## src/hw/rtl/lce_pkg.sv

```systemverilog
// Shared types and constants of the list-mode character escaper.
// No dependencies; imported by every module of the block.
`timescale 1ns / 1ps

package lce_pkg;

   // Character codes
   localparam logic [7:0] CHAR_BS     = 8'h08;
   localparam logic [7:0] CHAR_TAB    = 8'h09;
   localparam logic [7:0] CHAR_NL     = 8'h0A;
   localparam logic [7:0] CHAR_SPACE  = 8'h20;
   localparam logic [7:0] CHAR_ZERO   = 8'h30;
   localparam logic [7:0] CHAR_BSLASH = 8'h5C;
   localparam logic [7:0] CHAR_LC_B   = 8'h62;
   localparam logic [7:0] CHAR_LC_N   = 8'h6E;
   localparam logic [7:0] CHAR_LC_T   = 8'h74;
   localparam logic [7:0] CHAR_DEL    = 8'h7F;

   // Register index (paddr bit 2) of the list mode register
   localparam logic CSR_IDX_LIST_MODE = 1'b0;

   // Entries in the queue between front and back
   localparam int QUEUE_DEPTH = 4;

   typedef enum logic [1:0] {
      ESC_NONE,
      ESC_PAIR,
      ESC_OCTAL
   } esc_kind_type;

   // One classified character, as handed from front to back
   typedef struct packed {
      logic         wrap;      // insert backslash, newline, tab first
      logic         nl_mark;   // insert backslash-n before the newline
      esc_kind_type kind;
      logic [7:0]   char_code; // original character
      logic [2:0]   len;       // bytes this transaction expands to
      logic         flush;     // flush after the final byte
   } desc_type;

   // Bytes taken by the escape part (plain character counts as one)
   function automatic logic [2:0] esc_len(esc_kind_type kind);
      logic [2:0] n;
      unique case (kind)
         ESC_PAIR:  n = 3'd2;
         ESC_OCTAL: n = 3'd4;
         default:   n = 3'd1;
      endcase
      return n;
   endfunction

   // Final byte of the expansion
   function automatic logic [7:0] final_byte(logic [7:0] c, esc_kind_type kind);
      logic [7:0] b;
      unique case (kind)
         ESC_PAIR: begin
            if (c == CHAR_BS) b = CHAR_LC_B;
            else if (c == CHAR_TAB) b = CHAR_LC_T;
            else b = CHAR_BSLASH;
         end
         ESC_OCTAL: b = CHAR_ZERO | {5'b0, c[2:0]};
         default:   b = c;
      endcase
      return b;
   endfunction

endpackage

```

## src/hw/rtl/lce_front.sv

```systemverilog
// Front end: accepts characters, tracks column, fill count and last byte,
// and classifies each character into a descriptor. Depends on lce_pkg.
`timescale 1ns / 1ps

module lce_front import lce_pkg::*; #(
   parameter int LINE_CHARS = 72,
   parameter int TAB_CHARS  = 8
) (
   input  logic       clock,
   input  logic       reset,
   input  logic       list_mode,
   input  logic       req_tvalid,
   output logic       req_tready,
   input  logic [7:0] req_tdata,   // char_in
   input  logic       req_tuser,   // line_start
   output logic       q_valid,
   input  logic       q_ready,
   output desc_type   q_desc
);

   localparam logic [7:0] WRAP_LIMIT  = 8'(LINE_CHARS - 4 - 2);
   localparam logic [7:0] FLUSH_LIMIT = 8'(LINE_CHARS - 2 - 4);
   localparam logic [7:0] TAB_COL     = 8'(TAB_CHARS);

   logic [7:0]   column_ff, column_in;
   logic [7:0]   fill_ff, fill_in;
   logic [7:0]   last_ff, last_in;
   logic         accept;
   logic [7:0]   col0;
   logic         is_nl;
   logic         escaping;
   logic         wrap;
   logic         nl_mark;
   esc_kind_type kind;
   logic [2:0]   len;
   logic [7:0]   fin;
   logic [7:0]   fill_sum;
   logic         flush;

   assign req_tready = q_ready;
   assign q_valid    = req_tvalid;
   assign accept     = req_tvalid && q_ready;

   // Classify the character against the current state
   always_comb begin
      col0     = req_tuser ? 8'd0 : column_ff;
      is_nl    = (req_tdata == CHAR_NL);
      escaping = list_mode && !is_nl;
      nl_mark  = list_mode && is_nl && (fill_ff != 8'd0) && (last_ff == CHAR_SPACE);
      wrap     = escaping && (col0 >= WRAP_LIMIT);
      kind     = ESC_NONE;
      if (escaping) begin
         if (req_tdata == CHAR_BS || req_tdata == CHAR_TAB || req_tdata == CHAR_BSLASH)
            kind = ESC_PAIR;
         else if (req_tdata[7] || req_tdata < CHAR_SPACE || req_tdata == CHAR_DEL)
            kind = ESC_OCTAL;
      end
      len      = esc_len(kind) + (wrap ? 3'd3 : (nl_mark ? 3'd2 : 3'd0));
      fin      = final_byte(req_tdata, kind);
      fill_sum = fill_ff + {5'b0, len};
      flush    = (fin == CHAR_NL) || (fill_sum >= FLUSH_LIMIT);

      // column advances by the escape length (plain character is one)
      if (escaping)
         column_in = (wrap ? TAB_COL : col0) + {5'b0, esc_len(kind)};
      else
         column_in = col0;
      fill_in = flush ? 8'd0 : fill_sum;
      last_in = fin;

      q_desc.wrap      = wrap;
      q_desc.nl_mark   = nl_mark;
      q_desc.kind      = kind;
      q_desc.char_code = req_tdata;
      q_desc.len       = len;
      q_desc.flush     = flush;
   end

   // State registers
   always_ff @(posedge clock) begin
      if (reset) begin
         column_ff <= 8'd0;
         fill_ff   <= 8'd0;
         last_ff   <= 8'd0;
      end else if (accept) begin
         column_ff <= column_in;
         fill_ff   <= fill_in;
         last_ff   <= last_in;
      end
   end

endmodule

```

## src/hw/rtl/lce_queue.sv

```systemverilog
// Short descriptor queue between front and back end.
// Depends on lce_pkg for the descriptor type and depth.
`timescale 1ns / 1ps

module lce_queue import lce_pkg::*; (
   input  logic     clock,
   input  logic     reset,
   input  logic     in_valid,
   output logic     in_ready,
   input  desc_type in_desc,
   output logic     out_valid,
   input  logic     out_ready,
   output desc_type out_desc
);

   localparam int PTR_W = $clog2(QUEUE_DEPTH);
   localparam int CNT_W = $clog2(QUEUE_DEPTH + 1);

   desc_type            entry_ff [QUEUE_DEPTH];
   logic [PTR_W-1:0]    wr_ptr_ff, wr_ptr_in;
   logic [PTR_W-1:0]    rd_ptr_ff, rd_ptr_in;
   logic [CNT_W-1:0]    count_ff, count_in;
   logic                push;
   logic                pop;

   assign in_ready  = (count_ff != CNT_W'(QUEUE_DEPTH));
   assign out_valid = (count_ff != '0);
   assign out_desc  = entry_ff[rd_ptr_ff];
   assign push      = in_valid && in_ready;
   assign pop       = out_valid && out_ready;

   // Pointer and occupancy update
   always_comb begin
      wr_ptr_in = push ? wr_ptr_ff + 1'b1 : wr_ptr_ff;
      rd_ptr_in = pop ? rd_ptr_ff + 1'b1 : rd_ptr_ff;
      count_in  = count_ff;
      if (push && !pop) count_in = count_ff + 1'b1;
      else if (pop && !push) count_in = count_ff - 1'b1;
   end

   always_ff @(posedge clock) begin
      if (reset) begin
         wr_ptr_ff <= '0;
         rd_ptr_ff <= '0;
         count_ff  <= '0;
      end else begin
         wr_ptr_ff <= wr_ptr_in;
         rd_ptr_ff <= rd_ptr_in;
         count_ff  <= count_in;
      end
   end

   // Storage, no reset needed
   always_ff @(posedge clock) begin
      if (push) entry_ff[wr_ptr_ff] <= in_desc;
   end

endmodule

```

## src/hw/rtl/lce_back.sv

```systemverilog
// Back end: expands one descriptor into its output bytes, one per cycle while
// the receiver is ready, through a registered output stage. Depends on lce_pkg.
`timescale 1ns / 1ps

module lce_back import lce_pkg::*; (
   input  logic       clock,
   input  logic       reset,
   input  logic       q_valid,
   output logic       q_ready,
   input  desc_type   q_desc,
   output logic       rsp_tvalid,
   input  logic       rsp_tready,
   output logic [7:0] rsp_tdata,   // byte_out
   output logic       rsp_tuser,   // flush_after
   output logic       rsp_tlast    // last_of_run
);

   logic [7:0] seq [7];
   logic [2:0] k;
   logic [7:0] fin;
   logic [2:0] pos_ff, pos_in;
   logic       valid_ff, valid_in;
   logic [7:0] data_ff, data_in;
   logic       flush_ff, flush_in;
   logic       last_ff, last_in;
   logic       out_load;
   logic       is_last;

   // Byte sequence of the head descriptor
   always_comb begin
      for (int i = 0; i < 7; i++) seq[i] = 8'd0;
      k   = 3'd0;
      fin = final_byte(q_desc.char_code, q_desc.kind);
      if (q_desc.nl_mark) begin
         seq[0] = CHAR_BSLASH;
         seq[1] = CHAR_LC_N;
         k      = 3'd2;
      end else if (q_desc.wrap) begin
         seq[0] = CHAR_BSLASH;
         seq[1] = CHAR_NL;
         seq[2] = CHAR_TAB;
         k      = 3'd3;
      end
      unique case (q_desc.kind)
         ESC_PAIR: begin
            seq[k]         = CHAR_BSLASH;
            seq[3'(k + 1)] = fin;
         end
         ESC_OCTAL: begin
            seq[k]         = CHAR_BSLASH;
            seq[3'(k + 1)] = CHAR_ZERO | {6'b0, q_desc.char_code[7:6]};
            seq[3'(k + 2)] = CHAR_ZERO | {5'b0, q_desc.char_code[5:3]};
            seq[3'(k + 3)] = fin;
         end
         default: seq[k] = fin;
      endcase
   end

   // Output stage and position counter
   always_comb begin
      out_load = !valid_ff || rsp_tready;
      is_last  = (pos_ff == q_desc.len - 3'd1);
      q_ready  = out_load && is_last;
      pos_in   = pos_ff;
      valid_in = valid_ff;
      data_in  = data_ff;
      flush_in = flush_ff;
      last_in  = last_ff;
      if (out_load) begin
         valid_in = q_valid;
         data_in  = seq[pos_ff];
         flush_in = is_last && q_desc.flush;
         last_in  = is_last;
         if (q_valid) pos_in = is_last ? 3'd0 : pos_ff + 3'd1;
      end
   end

   always_ff @(posedge clock) begin
      if (reset) begin
         valid_ff <= 1'b0;
         pos_ff   <= 3'd0;
      end else begin
         valid_ff <= valid_in;
         pos_ff   <= pos_in;
      end
   end

   always_ff @(posedge clock) begin
      data_ff  <= data_in;
      flush_ff <= flush_in;
      last_ff  <= last_in;
   end

   assign rsp_tvalid = valid_ff;
   assign rsp_tdata  = data_ff;
   assign rsp_tuser  = flush_ff;
   assign rsp_tlast  = last_ff;

endmodule

```

## src/hw/rtl/list_mode_char_escaper.sv

```systemverilog
// List-mode character escaper, top level: register port, front, queue, back.
// Path: a taken character is written into the queue, then registered in the back end's output stage.
// Output: one byte per cycle while the receiver is ready; a character expands to 1 to 7
// bytes, sent through the back end's single output stage.
// The front takes a character every cycle while the 4-entry queue has room.
// Synchronous reset clears list mode, column, fill count and last byte.
`timescale 1ns / 1ps

module list_mode_char_escaper import lce_pkg::*; #(
   parameter int LINE_CHARS = 72,
   parameter int TAB_CHARS  = 8
) (
   input  logic        clock,
   input  logic        reset,
   // input characters
   input  logic        req_tvalid,
   output logic        req_tready,
   input  logic [7:0]  req_tdata,    // [7:0] char_in
   input  logic        req_tuser,    // [0] line_start
   // output bytes
   output logic        rsp_tvalid,
   input  logic        rsp_tready,
   output logic [7:0]  rsp_tdata,    // [7:0] byte_out
   output logic        rsp_tuser,    // [0] flush_after
   output logic        rsp_tlast,    // last_of_run
   // register port
   input  logic        csr_psel,
   input  logic        csr_penable,
   input  logic        csr_pwrite,
   input  logic [2:0]  csr_paddr,
   input  logic [31:0] csr_pwdata,
   output logic [31:0] csr_prdata,
   output logic        csr_pready
);

   logic     list_mode_ff, list_mode_in;
   logic     csr_write;
   logic     fq_valid, fq_ready;
   desc_type fq_desc;
   logic     qb_valid, qb_ready;
   desc_type qb_desc;

   // Register port
   assign csr_pready = 1'b1;
   assign csr_write  = csr_psel && csr_penable && csr_pwrite &&
                       (csr_paddr[2] == CSR_IDX_LIST_MODE);
   assign list_mode_in = csr_write ? csr_pwdata[0] : list_mode_ff;
   assign csr_prdata   = (csr_paddr[2] == CSR_IDX_LIST_MODE) ?
                         {31'b0, list_mode_ff} : 32'b0;

   always_ff @(posedge clock) begin
      if (reset) list_mode_ff <= 1'b0;
      else list_mode_ff <= list_mode_in;
   end

   lce_front #(
      .LINE_CHARS (LINE_CHARS),
      .TAB_CHARS  (TAB_CHARS)
   ) u_front (
      .clock      (clock),
      .reset      (reset),
      .list_mode  (list_mode_ff),
      .req_tvalid (req_tvalid),
      .req_tready (req_tready),
      .req_tdata  (req_tdata),
      .req_tuser  (req_tuser),
      .q_valid    (fq_valid),
      .q_ready    (fq_ready),
      .q_desc     (fq_desc)
   );

   lce_queue u_queue (
      .clock     (clock),
      .reset     (reset),
      .in_valid  (fq_valid),
      .in_ready  (fq_ready),
      .in_desc   (fq_desc),
      .out_valid (qb_valid),
      .out_ready (qb_ready),
      .out_desc  (qb_desc)
   );

   lce_back u_back (
      .clock      (clock),
      .reset      (reset),
      .q_valid    (qb_valid),
      .q_ready    (qb_ready),
      .q_desc     (qb_desc),
      .rsp_tvalid (rsp_tvalid),
      .rsp_tready (rsp_tready),
      .rsp_tdata  (rsp_tdata),
      .rsp_tuser  (rsp_tuser),
      .rsp_tlast  (rsp_tlast)
   );

endmodule

```

## config.mk

```make
export PLATFORM = sky130hd
export DESIGN_NAME = list_mode_char_escaper
export DESIGN_NICKNAME = d
export VERILOG_FILES = /design/src/hw/rtl/lce_pkg.sv /design/src/hw/rtl/lce_front.sv /design/src/hw/rtl/lce_queue.sv /design/src/hw/rtl/lce_back.sv /design/src/hw/rtl/list_mode_char_escaper.sv
export SDC_FILE = /design/constraint.sdc
export NUM_CORES = 1
export LEC_CHECK = 0
export BUFFER_PORTS_ARGS = -buffer_cell sky130_fd_sc_hd__buf_2
export CAP_MARGIN = 20
export CELL_PAD_IN_SITES_DETAIL_PLACEMENT = 1
export CELL_PAD_IN_SITES_GLOBAL_PLACEMENT = 1
export CORE_ASPECT_RATIO = 2
export CORE_MARGIN = 1
export CORE_UTILIZATION = 25
export CTS_BUF_LIST = sky130_fd_sc_hd__clkbuf_16
export CTS_CLUSTER_DIAMETER = 60
export DETAILED_ROUTE_END_ITERATION = 10
export GPL_ROUTABILITY_DRIVEN = 0
export PLACE_DENSITY = 0.58
export SETUP_SLACK_MARGIN = 0.05
export SLEW_MARGIN = 10
export SYNTH_ARGS = -nofsm -noshare
export SYNTH_HDL_FRONTEND = slang
export SYNTH_SLANG_ARGS = --single-unit
```

## constraint.sdc

```tcl
create_clock -name clock -period 9.8 [get_ports clock]
set_input_delay 1.96 -clock clock [delete_from_list [all_inputs] [get_ports clock]]
set_output_delay 1.96 -clock clock [all_outputs]
set_load 0.01 [all_outputs]
```

# Word-level counts from Yosys, hierarchy flattened
# Memories as Yosys holds them, arrays and structs flattened. A register that Yosys moved wholly into a read port is not among the register bits.
# Index checks and enable logic that the tools add are counted.
dict set report totals {
  ff_bits 46
  mem_bits_ro 0
  out_inout_bits 45
  mem_count 1
  in_bits 51
  wordCells 140
  latchBits 0
  ramBits 64
}
dict set report classes {
  n_mux 47
  eq_ne 15
  multipliers 0
  reduce_logical 32
  n_div 0
  n_shift 0
  n_bitwise 9
  addsub 12
  magnitude_cmp 12
}
# name depth word_bits rd rd_clocked_by_memory_dff write_ports line
set memory_table {}
lappend memory_table {u_queue.entry_ff 4 16 1 1 1 lce_queue.sv:19} ;# desc_type entry_ff [QUEUE_DEPTH];
# operator n
set op_table {}
lappend op_table {{56-bit bitwise mux} 5}
lappend op_table {{56-bit one-hot mux with 2 select lines} 1}
lappend op_table {{8-bit two-way mux} 13}
lappend op_table {{8-bit demux with 3-bit select} 4}
lappend op_table {{8-bit by 4-bit == test with 1-bit output (second input constant)} 6}
lappend op_table {{8-bit one-hot mux with 2 select lines} 2}
lappend op_table {{27-bit by 28-bit AND with 28-bit output} 1}
lappend op_table {{28-bit NOT} 1}
lappend op_table {{28-bit OR} 1}
lappend op_table {{8-bit binary-select mux with 3-bit select} 1}
lappend op_table {{23-bit two-way mux} 1}
lappend op_table {{4-bit greater-or-equal comparator (second input constant)} 5}
lappend op_table {{1-bit logical AND} 18}
lappend op_table {{8-bit by 3-bit adder with 8-bit output} 2}
lappend op_table {{8-bit by 7-bit == test with 1-bit output (second input constant)} 2}
lappend op_table {{8-bit by 7-bit greater-or-equal comparator with 1-bit output (second input constant)} 2}
lappend op_table {{4-bit by 1-bit < comparator with 1-bit output (second input constant)} 4}
lappend op_table {{2-bit two-way mux} 8}
lappend op_table {{3-bit NOT with 4-bit output} 4}
lappend op_table {{15-bit two-way mux} 1}
lappend op_table {{3-bit two-way mux} 5}
lappend op_table {{6-bit two-way mux} 2}
lappend op_table {{8-bit by 6-bit == test with 1-bit output (second input constant)} 1}
lappend op_table {{8-bit by 6-bit < comparator with 1-bit output (second input constant)} 1}
lappend op_table {{other kinds (20)} 36}

# Longest topological paths before layout
# Gate-level depths: netlist (run 1).
dict set report logic_depth {
  depth_word 16
  mapped_depth 16
  mapped_depth_nobuf 15
}

# Cells and area by module
# A second synthesis (run 1) with hierarchy kept.
dict set report hier_totals {
  cells_unflattened 616
  hier_area_um2 6673.9
}
# module seq_area_each_um2 cells_per_inst instances area_each_um2
set by_module_without_submodules {}
lappend by_module_without_submodules {lce_queue 2102.0 132 1 2824.0}
lappend by_module_without_submodules {lce_front 480.5 222 1 1824.2}
lappend by_module_without_submodules {lce_back 380.4 222 1 1716.6}
lappend by_module_without_submodules {list_mode_char_escaper 20.0 40 1 309.0}

# Least setup slack after synthesis (run 1)
# Ideal clock, no wire load.
dict set report synth_timing {
  path_kind {input -> register}
  from {input port req_tdata[5]}
  to {memory u_queue.entry_ff[0][0] in the netlist's numbering (data pin)}
  t_required_ns 9.501
  t_arrival_ns 5.692
  slack_ns 3.808
  stages 14
  path_cell_list {or4_1 > or2_2 > a21oi_1 > and2_1 > clkbuf_1 > nor2b_1 > ha_1 > fa_1 > ha_1 > a21o_1 > a21oi_1 > nor4_1 > nor3_1 > nand2_1}
}
# item line
set synth_lines {}
lappend synth_lines {{from (decl)} list_mode_char_escaper.sv:18} ;# input logic [7:0] req_tdata,
lappend synth_lines {{to (decl)} lce_queue.sv:19}

==> results_dict.tcl, run 1 <==
set metrics [dict create \
    crit_path_cell_trace "buf_2 > or4_1 > o41ai_2 > o21bai_1 > nor2b_1 > ha_1 > fa_1 > ha_1 > a21o_1 > a21oi_1 > mux2i_1 > a41o_1 > nand2_1 > o211ai_1" \
    post_syn_instances 624 \
    worstPathBufferInverterCount 1 \
    antenna_violations_before_repair 0 \
    globalRouteOverflowTotal 0 \
    clk-insertion-delay-late_ns 0.37 \
    wl_per_cell_um 17.87 \
    insertedDiodeCount 0 \
    start_util_pct 25.45 \
    finalSetupTns_ns 0 \
    cts-root-to-sink-buffers 2 \
    clk_pin_slew_ns 0.08 \
    path_class "in2reg" \
    finalNetCount 705 \
    synth_seq_cells 112 \
    postSynth.asyncResetShare_pct 0 \
    timing.max_slew.rel_slack_pct 36.29 \
    crit_path_top_delay_cell "o41ai_2" \
    finalHoldViolations 0 \
    status "finished clean" \
    hold_class "reg2reg" \
    ir_worst_vdd_uv 87.25 \
    cp-start-kind "input port" \
    synth_largest_area_cell "edfxtp_1" \
    grt_max_degree 49 \
    detail_route.vias_per_cell 4.896 \
    post_synth.cell_area_avg_um2 10.25 \
    detailedRoute.firstPassIterationCount 4 \
    fp-row-count 82 \
    floorplan.die.width_um 115.1 \
    hpwlAfterDp_um 12980 \
    critPathArrivalTime_ns 6.77 \
    powerDensity_mw_per_mm2 227.4 \
    fillers 2849 \
    area_of_the_core_mm2 0.02514 \
    groute.usage.overall_pct 14.08 \
    htree_num_levels 3 \
    worst_path_largest_cell_delay_ns 0.71 \
    final_core_utilization_pct 28.09 \
    drt-initial-drc-count 192 \
    yosysSeqAreaShare_pct 46.63 \
    cpLargestDelayFamily "compound AO/OA/AOI/OAI gates" \
    yosys.cell_types.count 74 \
    number_of_global_route_vias_before_repair 5088 \
    ys_warn_count 0 \
    post_cts.resized_instances 0 \
    unrepaired_setup_endpoints_after_global_routing "false" \
    remaining_drc_errors 0 \
    routed_wirelength_um 17430 \
    period_minus_slack_ns 6.484 \
    cts_tree "yes" \
    worstPathMaxFanout 9 \
    ioPinCount 96 \
    setup_violations 0 \
    numPortBuffers 30 \
    grt_pass1_wl_um 27880 \
    cts.sink_count 112 \
    clockRootBuffer "clkbuf_16" \
    clock.fmax_mhz 154.2 \
    die_height_um 228.2 \
    drt.antenna.violating_nets 0 \
    total_leakage_power_uw 0.002465 \
    critical-path-top-cell-by-count "ha_1" \
    netlist_top_cells_area "edfxtp_1 (35%), dfxtp_1 (12%), mux4_2 (5.6%), buf_4 (3.8%), nor2_1 (3.2%)" \
    yosys.cell_count.top_type "edfxtp_1" \
    slew_viol_final 0 \
    worst_setup_path_end_kind "register" \
    slew_at_the_pin_with_the_worst_max_slew_slack_ns 0.9537 \
    drive_above_1_share_pct 13.30 \
    post-route-period-util_pct 66.17 \
    worst_clock_skew_ns 0.01009 \
    total_die_area_mm2 0.02627 \
    post-cts-setup-buffer-count 0 \
    synth_enable_flop_cells 74 \
    synth.top_cell.area_share_pct 34.73 \
    cp.required_ns 10.09 \
    ys.flop_type "edfxtp_1" \
    syn-cell-area_mm2 0.006397 \
    maxCapViolations 0 \
    synth.top_cells.by_count "edfxtp_1 (74), nor2_1 (55), nand2_1 (50), dfxtp_1 (38), a21oi_1 (33)" \
    holdBufCountCts 0 \
    layout-area-overhead-vs-synth_pct 10.39 \
    vias 4774 \
    cts_made_buffers 9 \
]
[cell type report]
class                           count  area (um2)  share of cell area [%]
Clock buffer                        9       225.2                   3.189
Clock inverter                      7       87.58                   1.240
Inverter                           25       93.84                   1.329
Multi-Input combinational cell    446        3027                   42.86
Sequential cell                   112        2983                   42.24
Tap cell                          336       420.4                   5.953
Timing Repair Buffer               40       225.2                   3.189
[cell families (layout without fill, tap and decap cells)]
| logic type | after synthesis | in the layout | share of synthesized area (%) |
|---|---|---|---|
| fa+ha+maj | 21 | 21 | 4.537 |
| compound gates | 143 | 143 | 15.16 |
| flops | 112 | 112 | 46.63 |
| mux | 25 | 25 | 7.080 |
| simple gates | 208 | 208 | 16.33 |
| buf+inv | 96 | 81 | 7.823 |
| other cells | 2 | 32 | 0.1174 |
| xor+xnor | 17 | 17 | 2.328 |
[metrics by stage]
stage / worst slack (ns) / area [um2] / hold WS [ns] / cells / total power [uW]
final: 3.316 / 7062 / 0.4519 / 975 / 1606
after global routing: 3.034 / 7062 / 0.4859 / 975 / 1709
after CTS: 3.253 / 7062 / 0.4587 / 975 / 1630
after detailed placement: 2.865 / 6749 / 0.4471 / 959 / 1231
after global placement: 2.917 / 6749 / 0.4374 / 959 / 1224
after floorplan: 3.808 / 6510 / 0.4215 / 654 / 1053
[worst paths after layout]
path / start / endpoint / slack [ns] / depth (start not counted)
hold reg to reg: u_front.column_ff[7]$_SDFFE_PP0P_ / u_front.column_ff[7]$_SDFFE_PP0P_ / 0.45 / 2
setup reg to reg: u_front.column_ff[3]$_SDFFE_PP0P_ / u_front.fill_ff[4]$_SDFFE_PP0P_ / 5.38 / 14
hold / removal: u_front.column_ff[7]$_SDFFE_PP0P_ / u_front.column_ff[7]$_SDFFE_PP0P_ / 0.45 / 2
setup / recovery: req_tdata[5] / u_front.fill_ff[4]$_SDFFE_PP0P_ / 3.32 / 14
[cells in the final DEF, fill, tap and decap left out, types with 16 or more instances in the layout]
master    instances
conb_1           32
nand3_1          16
inv_1            24
nor3_1           18
o21ai_0          29
mux4_2           16
nor2_1           55
a21oi_1          33
edfxtp_1         74
nand2_1          50
ha_1             16
buf_2            30
dfxtp_1          38
[registers in the layout (all words and copies together), names as in the netlist, named ones only]
register	cells
u_back.pos_ff	3
u_back.rsp_tlast	1
u_queue.rd_ptr_ff	2
u_queue.entry_ff	64
u_queue.count_ff	3
u_front.last_ff	8
u_back.rsp_tuser	1
u_queue.wr_ptr_ff	2
u_front.fill_ff	8
u_back.rsp_tvalid	1
u_back.rsp_tdata	8
u_front.column_ff	8
list_mode_ff	1
[where the power goes]
| group | switching, uW | leakage [uW] | internal (uW) |
|---|---|---|---|
| clock | 187 | 0.000148 | 204 |
| combinational | 395 | 0.00131 | 204 |
| sequential | 34.9 | 0.00101 | 581 |
[routing by layer]
metal | track usage [%] | wire length [um] | share of wire [%] | up-vias
met3 | 1.753 | 388 | 2.2 | 40
met4 | 8.401 | 748 | 4.3 | 0
met2 | 28.33 | 10470 | 60 | 90
met5 | 0 | 0 | 0 | -
li1 | - | - | - | 2266
met1 | 12.72 | 5824 | 33 | 2378
[worst register-to-register path, cell delays in order, from the launching register on]
cell,delay (ns)
dfxtp_1,0.36
or4_1,0.52
o21ai_0,0.16
a211oi_1,0.09
buf_4,0.21
or2_2,0.32
fa_1,0.43
xor2_1,0.38
ha_1,0.36
nor2b_1,0.16
o21ai_0,0.38
xor2_1,0.20
a41o_1,0.37
nand2_1,0.19
o211ai_1,0.22
No activity file was read; power rests on OpenSTA's default activity.
==> run 2, diff against run 1 <==
==> constraint.sdc (replaced) <==
create_clock -name clock -period 6.7 [get_ports clock]
set_input_delay 1.34 -clock clock [delete_from_list [all_inputs] [get_ports clock]]
set_output_delay 1.34 -clock clock [all_outputs]
set_load 0.01 [all_outputs]
==> run 2 against run 1 <==
Compared with the run above: worst setup slack worse by 2.4 ns; first-iteration DRC count down 23%; final cell count increased by 0.21%; die area is the same; non-clock buffer count increased by 2; register-to-register slack got worse by 3.1 ns.
==> results_dict.tcl, run 2 (synthesis gave the netlist of run 1 again) <==
set metrics [dict create \
    status "finished clean" \
    largest_register_ffs 64 \
    setup_violations 0 \
    total_die_area_mm2 0.02627 \
    detailed_place.area_mm2 0.006764 \
    wl_per_cell_um 18.06 \
    hold_class "reg2reg" \
    final_core_utilization_pct 28.03 \
    most-common-layout-cells "edfxtp_1 (74), nor2_1 (55), nand2_1 (50), dfxtp_1 (38), a21oi_1 (33)" \
    clk-insertion-delay-late_ns 0.37 \
    cp-start-kind "input port" \
    start_util_pct 25.45 \
    timing.max_slew.rel_slack_pct 31.55 \
    floorplan.die.width_um 115.1 \
    clock.fmax_mhz 173.9 \
    cts.sink_count 112 \
    critical_path.startpoint "req_tdata[5]" \
    period_minus_slack_ns 5.750 \
    critPathArrivalTime_ns 5.83 \
    timing.hold.worst.start "u_front.column_ff[7]$_SDFFE_PP0P_" \
    cp.required_ns 6.78 \
    largest_register_by_flop_count "u_queue.entry_ff" \
    drive_above_1_share_pct 13.42 \
    ioPinCount 96 \
    worst_clock_skew_ns 0.009961 \
    powerDensity_mw_per_mm2 327.7 \
    layout.cells.most_common "edfxtp_1" \
    worstPathMaxFanout 9 \
    post_cts.resized_instances 0 \
    area_of_the_core_mm2 0.02514 \
    cts_made_buffers 9 \
    remaining_drc_errors 0 \
    drt.antenna.violating_nets 0 \
    routed_wirelength_um 17650 \
    finalHoldViolations 0 \
    die_height_um 228.2 \
    layout-area-overhead-vs-synth_pct 10.15 \
    slew_at_the_pin_with_the_worst_max_slew_slack_ns 1.025 \
    globalRouteOverflowTotal 0 \
    worst_setup_path_end_kind "register" \
    finalSetupTns_ns 0 \
    post-route-period-util_pct 85.82 \
    unrepaired_setup_endpoints_after_global_routing "false" \
    groute.usage.overall_pct 14.28 \
    crit_path_top_delay_cell "or4_1" \
    detail_route.vias_per_cell 4.938 \
    cts_tree "yes" \
    cts-root-to-sink-buffers 2 \
    finalNetCount 707 \
    hpwlAfterDp_um 13170 \
    numPortBuffers 30 \
    total_leakage_power_uw 0.002463 \
    insertedDiodeCount 0 \
    fillers 2867 \
    reg2reg_from "u_front.column_ff[3]$_SDFFE_PP0P_" \
    number_of_global_route_vias_before_repair 5124 \
    final_cell_area_mm2 0.007047 \
    maxCapViolations 0 \
    fp-row-count 82 \
    post-cts-setup-buffer-count 0 \
    clk_pin_slew_ns 0.08 \
    grt_pass1_wl_um 28040 \
    detailedRoute.firstPassIterationCount 5 \
    grt_max_degree 49 \
    clockRootBuffer "clkbuf_16" \
    crit_path_cell_trace "buf_2 > or4_1 > or2_2 > a21oi_1 > and2_1 > nor2b_1 > ha_1 > fa_1 > xor2_1 > ha_1 > nor2b_1 > o21ai_0 > xor2_1 > a41o_1 > nand2_1" \
    worst_path_largest_cell_delay_ns 0.59 \
    drt-initial-drc-count 148 \
    antenna_violations_before_repair 0 \
    slew_viol_final 0 \
    path_class "in2reg" \
    vias 4824 \
    htree_num_levels 3 \
    ir_worst_vdd_uv 110.1 \
    holdBufCountCts 0 \
]
[run 2: worst paths after layout]
check                                       to  slack (ns)  depth (start not counted)
max           u_queue.entry_ff[0][0]$_DFFE_PP_        0.95                         15
min          u_front.column_ff[7]$_SDFFE_PP0P_        0.45                          2
max reg2reg   u_queue.entry_ff[0][0]$_DFFE_PP_        2.26                         12
min reg2reg  u_front.column_ff[7]$_SDFFE_PP0P_        0.45                          2
[run 2: layer usage]
metal	track usage, %	share of wire, %
met2	27.82	58
met5	0	0
met4	9.416	5.3
met1	12.95	34
met3	2.391	2.6
[run 2: power by group]
| part | total (uW) | switching (uW) | leakage, uW | internal (uW) |
|---|---|---|---|---|
| clock | 531 | 272 | 0.000137 | 260 |
| sequential | 905 | 55.5 | 0.00101 | 850 |
| combinational | 873 | 574 | 0.00132 | 299 |
[run 2: critical path, delay by kind of cell]
kind / cells / cell delay (ns)
simple gates: 6 / 1.79
compound gates: 3 / 1.00
fa+ha+maj: 3 / 0.95
xor+xnor: 2 / 0.59
buf+inv: 1 / 0.15
[run 2: cell type report]
class,instances,area (um2),area share [%]
Multi-Input combinational cell,446,3027,42.95
Sequential cell,112,2983,42.33
Tap cell,336,420.4,5.966
Timing Repair Buffer,42,240.2,3.409
Clock buffer,9,225.2,3.196
Inverter,25,93.84,1.332
Clock inverter,7,57.56,0.8168
[run 2: metrics by stage]
step | std cells | power (uW) | hold WS, ns | setup slack (ns)
floorplan | 654 | 1540 | 0.4215 | 1.328
global placement | 961 | 1790 | 0.4434 | 0.6702
detailed placement | 961 | 1800 | 0.4491 | 0.5774
CTS | 977 | 2340 | 0.4613 | 0.9321
global route | 977 | 2461 | 0.4858 | 0.7325
finish | 977 | 2310 | 0.4544 | 0.9503
==> run 3, diff against run 2 <==
--- a/config.mk
+++ b/config.mk
@@ -12,12 +12,13 @@
 export CORE_ASPECT_RATIO = 2
 export CORE_MARGIN = 1
 export CORE_UTILIZATION = 25
-export CTS_BUF_LIST = sky130_fd_sc_hd__clkbuf_16
+export CTS_BUF_LIST = sky130_fd_sc_hd__clkbuf_4 sky130_fd_sc_hd__clkbuf_8
 export CTS_CLUSTER_DIAMETER = 60
 export DETAILED_ROUTE_END_ITERATION = 10
 export GPL_ROUTABILITY_DRIVEN = 0
 export PLACE_DENSITY = 0.58
 export SETUP_SLACK_MARGIN = 0.05
+export SKIP_LAST_GASP = 1
 export SLEW_MARGIN = 10
 export SYNTH_ARGS = -nofsm -noshare
 export SYNTH_HDL_FRONTEND = slang
==> run 3 against run 2 <==
Compared with the run above: sequential cell count stayed put; highest routed layer unchanged; critical path depth stayed put; via count is 0.29% lower; sequential share of layout area is 0.60 points higher; register-to-register slack better by 0.12 ns; sequential power hardly changed; final area is 1.4% lower; global-route usage is 0.11 points lower.
==> results_dict.tcl, run 3 (synthesis gave the netlist of run 1 again) <==
set metrics [dict create \
    dp_cells 961 \
    drive_above_1_share_pct 13.42 \
    drt.antenna.violating_nets 0 \
    ioPinCount 96 \
    worst_clock_skew_ns 0.01712 \
    hold_class "reg2reg" \
    register_to_register_path_setup_slack_ns 2.38 \
    cp.required_ns 6.84 \
    routed_wirelength_um 17590 \
    clockRootBuffer "clkbuf_8" \
    total_die_area_mm2 0.02627 \
    wl_per_cell_um 17.98 \
    antenna_violations_before_repair 1 \
    holdBufCountCts 0 \
    fp-row-count 82 \
    fillers 2874 \
    total_leakage_power_uw 0.002417 \
    post-cts-setup-buffer-count 0 \
    finalHoldViolations 0 \
    timing.reg2reg.worst_path_depth 12 \
    critical_path.startpoint "req_tdata[5]" \
    final-instance-count-excl-fill 978 \
    period_minus_slack_ns 5.610 \
    detailedRoute.firstPassIterationCount 4 \
    timing.max_slew.rel_slack_pct 32.80 \
    numPortBuffers 30 \
    remaining_drc_errors 0 \
    post_cts.resized_instances 0 \
    status "finished clean" \
    holdWs_ns 0.4580 \
    grt_max_degree 49 \
    worst_setup_path_end_kind "register" \
    ir_worst_vdd_uv 89.70 \
    clock.fmax_mhz 178.2 \
    reg2reg_from "u_front.column_ff[3]$_SDFFE_PP0P_" \
    setup_violations 0 \
    clk-insertion-delay-late_ns 0.41 \
    floorplan.die.width_um 115.1 \
    maxCapViolations 0 \
    cts.sink_count 112 \
    cts-root-to-sink-buffers 2 \
    layout-area-overhead-vs-synth_pct 8.605 \
    area_of_the_core_mm2 0.02514 \
    vias 4810 \
    powerDensity_mw_per_mm2 314.3 \
    slew_viol_final 0 \
    cts_made_buffers 9 \
    cts_tree "yes" \
    detail_route.vias_per_cell 4.918 \
    layout.cells.most_common "edfxtp_1" \
    most-common-layout-cells "edfxtp_1 (74), nor2_1 (55), nand2_1 (50), dfxtp_1 (38), a21oi_1 (33)" \
    hpwlAfterDp_um 13170 \
    largest_register_ffs 64 \
    htree_num_levels 3 \
    finalNetCount 707 \
    grt_pass1_wl_um 27900 \
    reg2reg_to "u_queue.entry_ff[0][0]$_DFFE_PP_" \
    clk_pin_slew_ns 0.12 \
    final_core_utilization_pct 27.64 \
    groute.usage.overall_pct 14.17 \
    critPathArrivalTime_ns 5.75 \
    path_class "in2reg" \
    worstPathMaxFanout 9 \
    number_of_global_route_vias_before_repair 5088 \
    largest_register_by_flop_count "u_queue.entry_ff" \
    slew_at_the_pin_with_the_worst_max_slew_slack_ns 1.006 \
    finalSetupTns_ns 0 \
    post-route-period-util_pct 83.74 \
    unrepaired_setup_endpoints_after_global_routing "false" \
    die_height_um 228.2 \
    cp-start-kind "input port" \
    start_util_pct 25.45 \
    drt-initial-drc-count 130 \
    cp-endpoint "u_queue.entry_ff[0][0]$_DFFE_PP_" \
    globalRouteOverflowTotal 0 \
]
==> run 3: cell types whose count changed in the layout (fill, tap and decap cells not counted), sizes merged <==
cell   previous run  this run
diode             0         1
==> run 3: how the worst min path moves through the flow <==
| stage | from | endpoint | depth (start not counted) |
|---|---|---|---|
| after floorplan | u_front.column_ff[7]$_SDFFE_PP0P_ | u_front.column_ff[7]$_SDFFE_PP0P_ | 2 |
| after global placement | u_front.last_ff[3]$_SDFFE_PP0P_ | u_front.last_ff[3]$_SDFFE_PP0P_ | 2 |
| after detailed placement | u_front.last_ff[7]$_SDFFE_PP0P_ | u_front.last_ff[7]$_SDFFE_PP0P_ | 2 |
| after CTS | u_front.last_ff[7]$_SDFFE_PP0P_ | u_front.last_ff[7]$_SDFFE_PP0P_ | 2 |
| after global routing | u_front.column_ff[7]$_SDFFE_PP0P_ | u_front.column_ff[7]$_SDFFE_PP0P_ | 2 |
| final | u_front.column_ff[7]$_SDFFE_PP0P_ | u_front.column_ff[7]$_SDFFE_PP0P_ | 2 |
==> run 3: power by group <==
group | internal (uW) | switching, uW | leakage [uW]
Sequential | 849 | 54.9 | 0.00101
Combinational | 299 | 576 | 0.00132
Clock | 142 | 262 | 0.0000906
Total | 1290 | 893 | 0.00242
==> run 3: area by class of cell <==
class	instances	area, um2	area share [%]
Tap cell	336	420.4	6.051
Sequential cell	112	2983	42.93
Clock inverter	7	57.56	0.8284
Antenna cell	1	2.502	0.03602
Inverter	25	93.84	1.351
Multi-Input combinational cell	446	3027	43.56
Clock buffer	9	123.9	1.783
Timing Repair Buffer	42	240.2	3.458
==> run 3: metal layers <==
layer  wire (um)  part of all wire (%)  GRT usage [%]
met5           0                     0              0
met4         898                   5.1          9.050
met3         422                   2.4          2.232
met2       10300                    59          27.71
met1        5970                    34          12.97
==> run 3: critical path, stage by stage <==
cell and delay [ns]:
buf_2 0.16, or4_1 0.59, or2_2 0.32, a21oi_1 0.26, and2_1 0.38, nor2b_1 0.13
ha_1 0.21, fa_1 0.38, xor2_1 0.35, ha_1 0.35, nor2b_1 0.16, o21ai_0 0.36
xor2_1 0.19, a41o_1 0.37, nand2_1 0.20
==> run 3: through the flow <==
step                cell area (um2)  power (uW)  setup slack (ns)
floorplan                      6510        1540             1.328
global placement               6764        1790            0.6702
detailed placement             6764        1800            0.5774
CTS                            6945        2205             1.037
global route                   6948        2327            0.8165
finish                         6948        2184             1.090
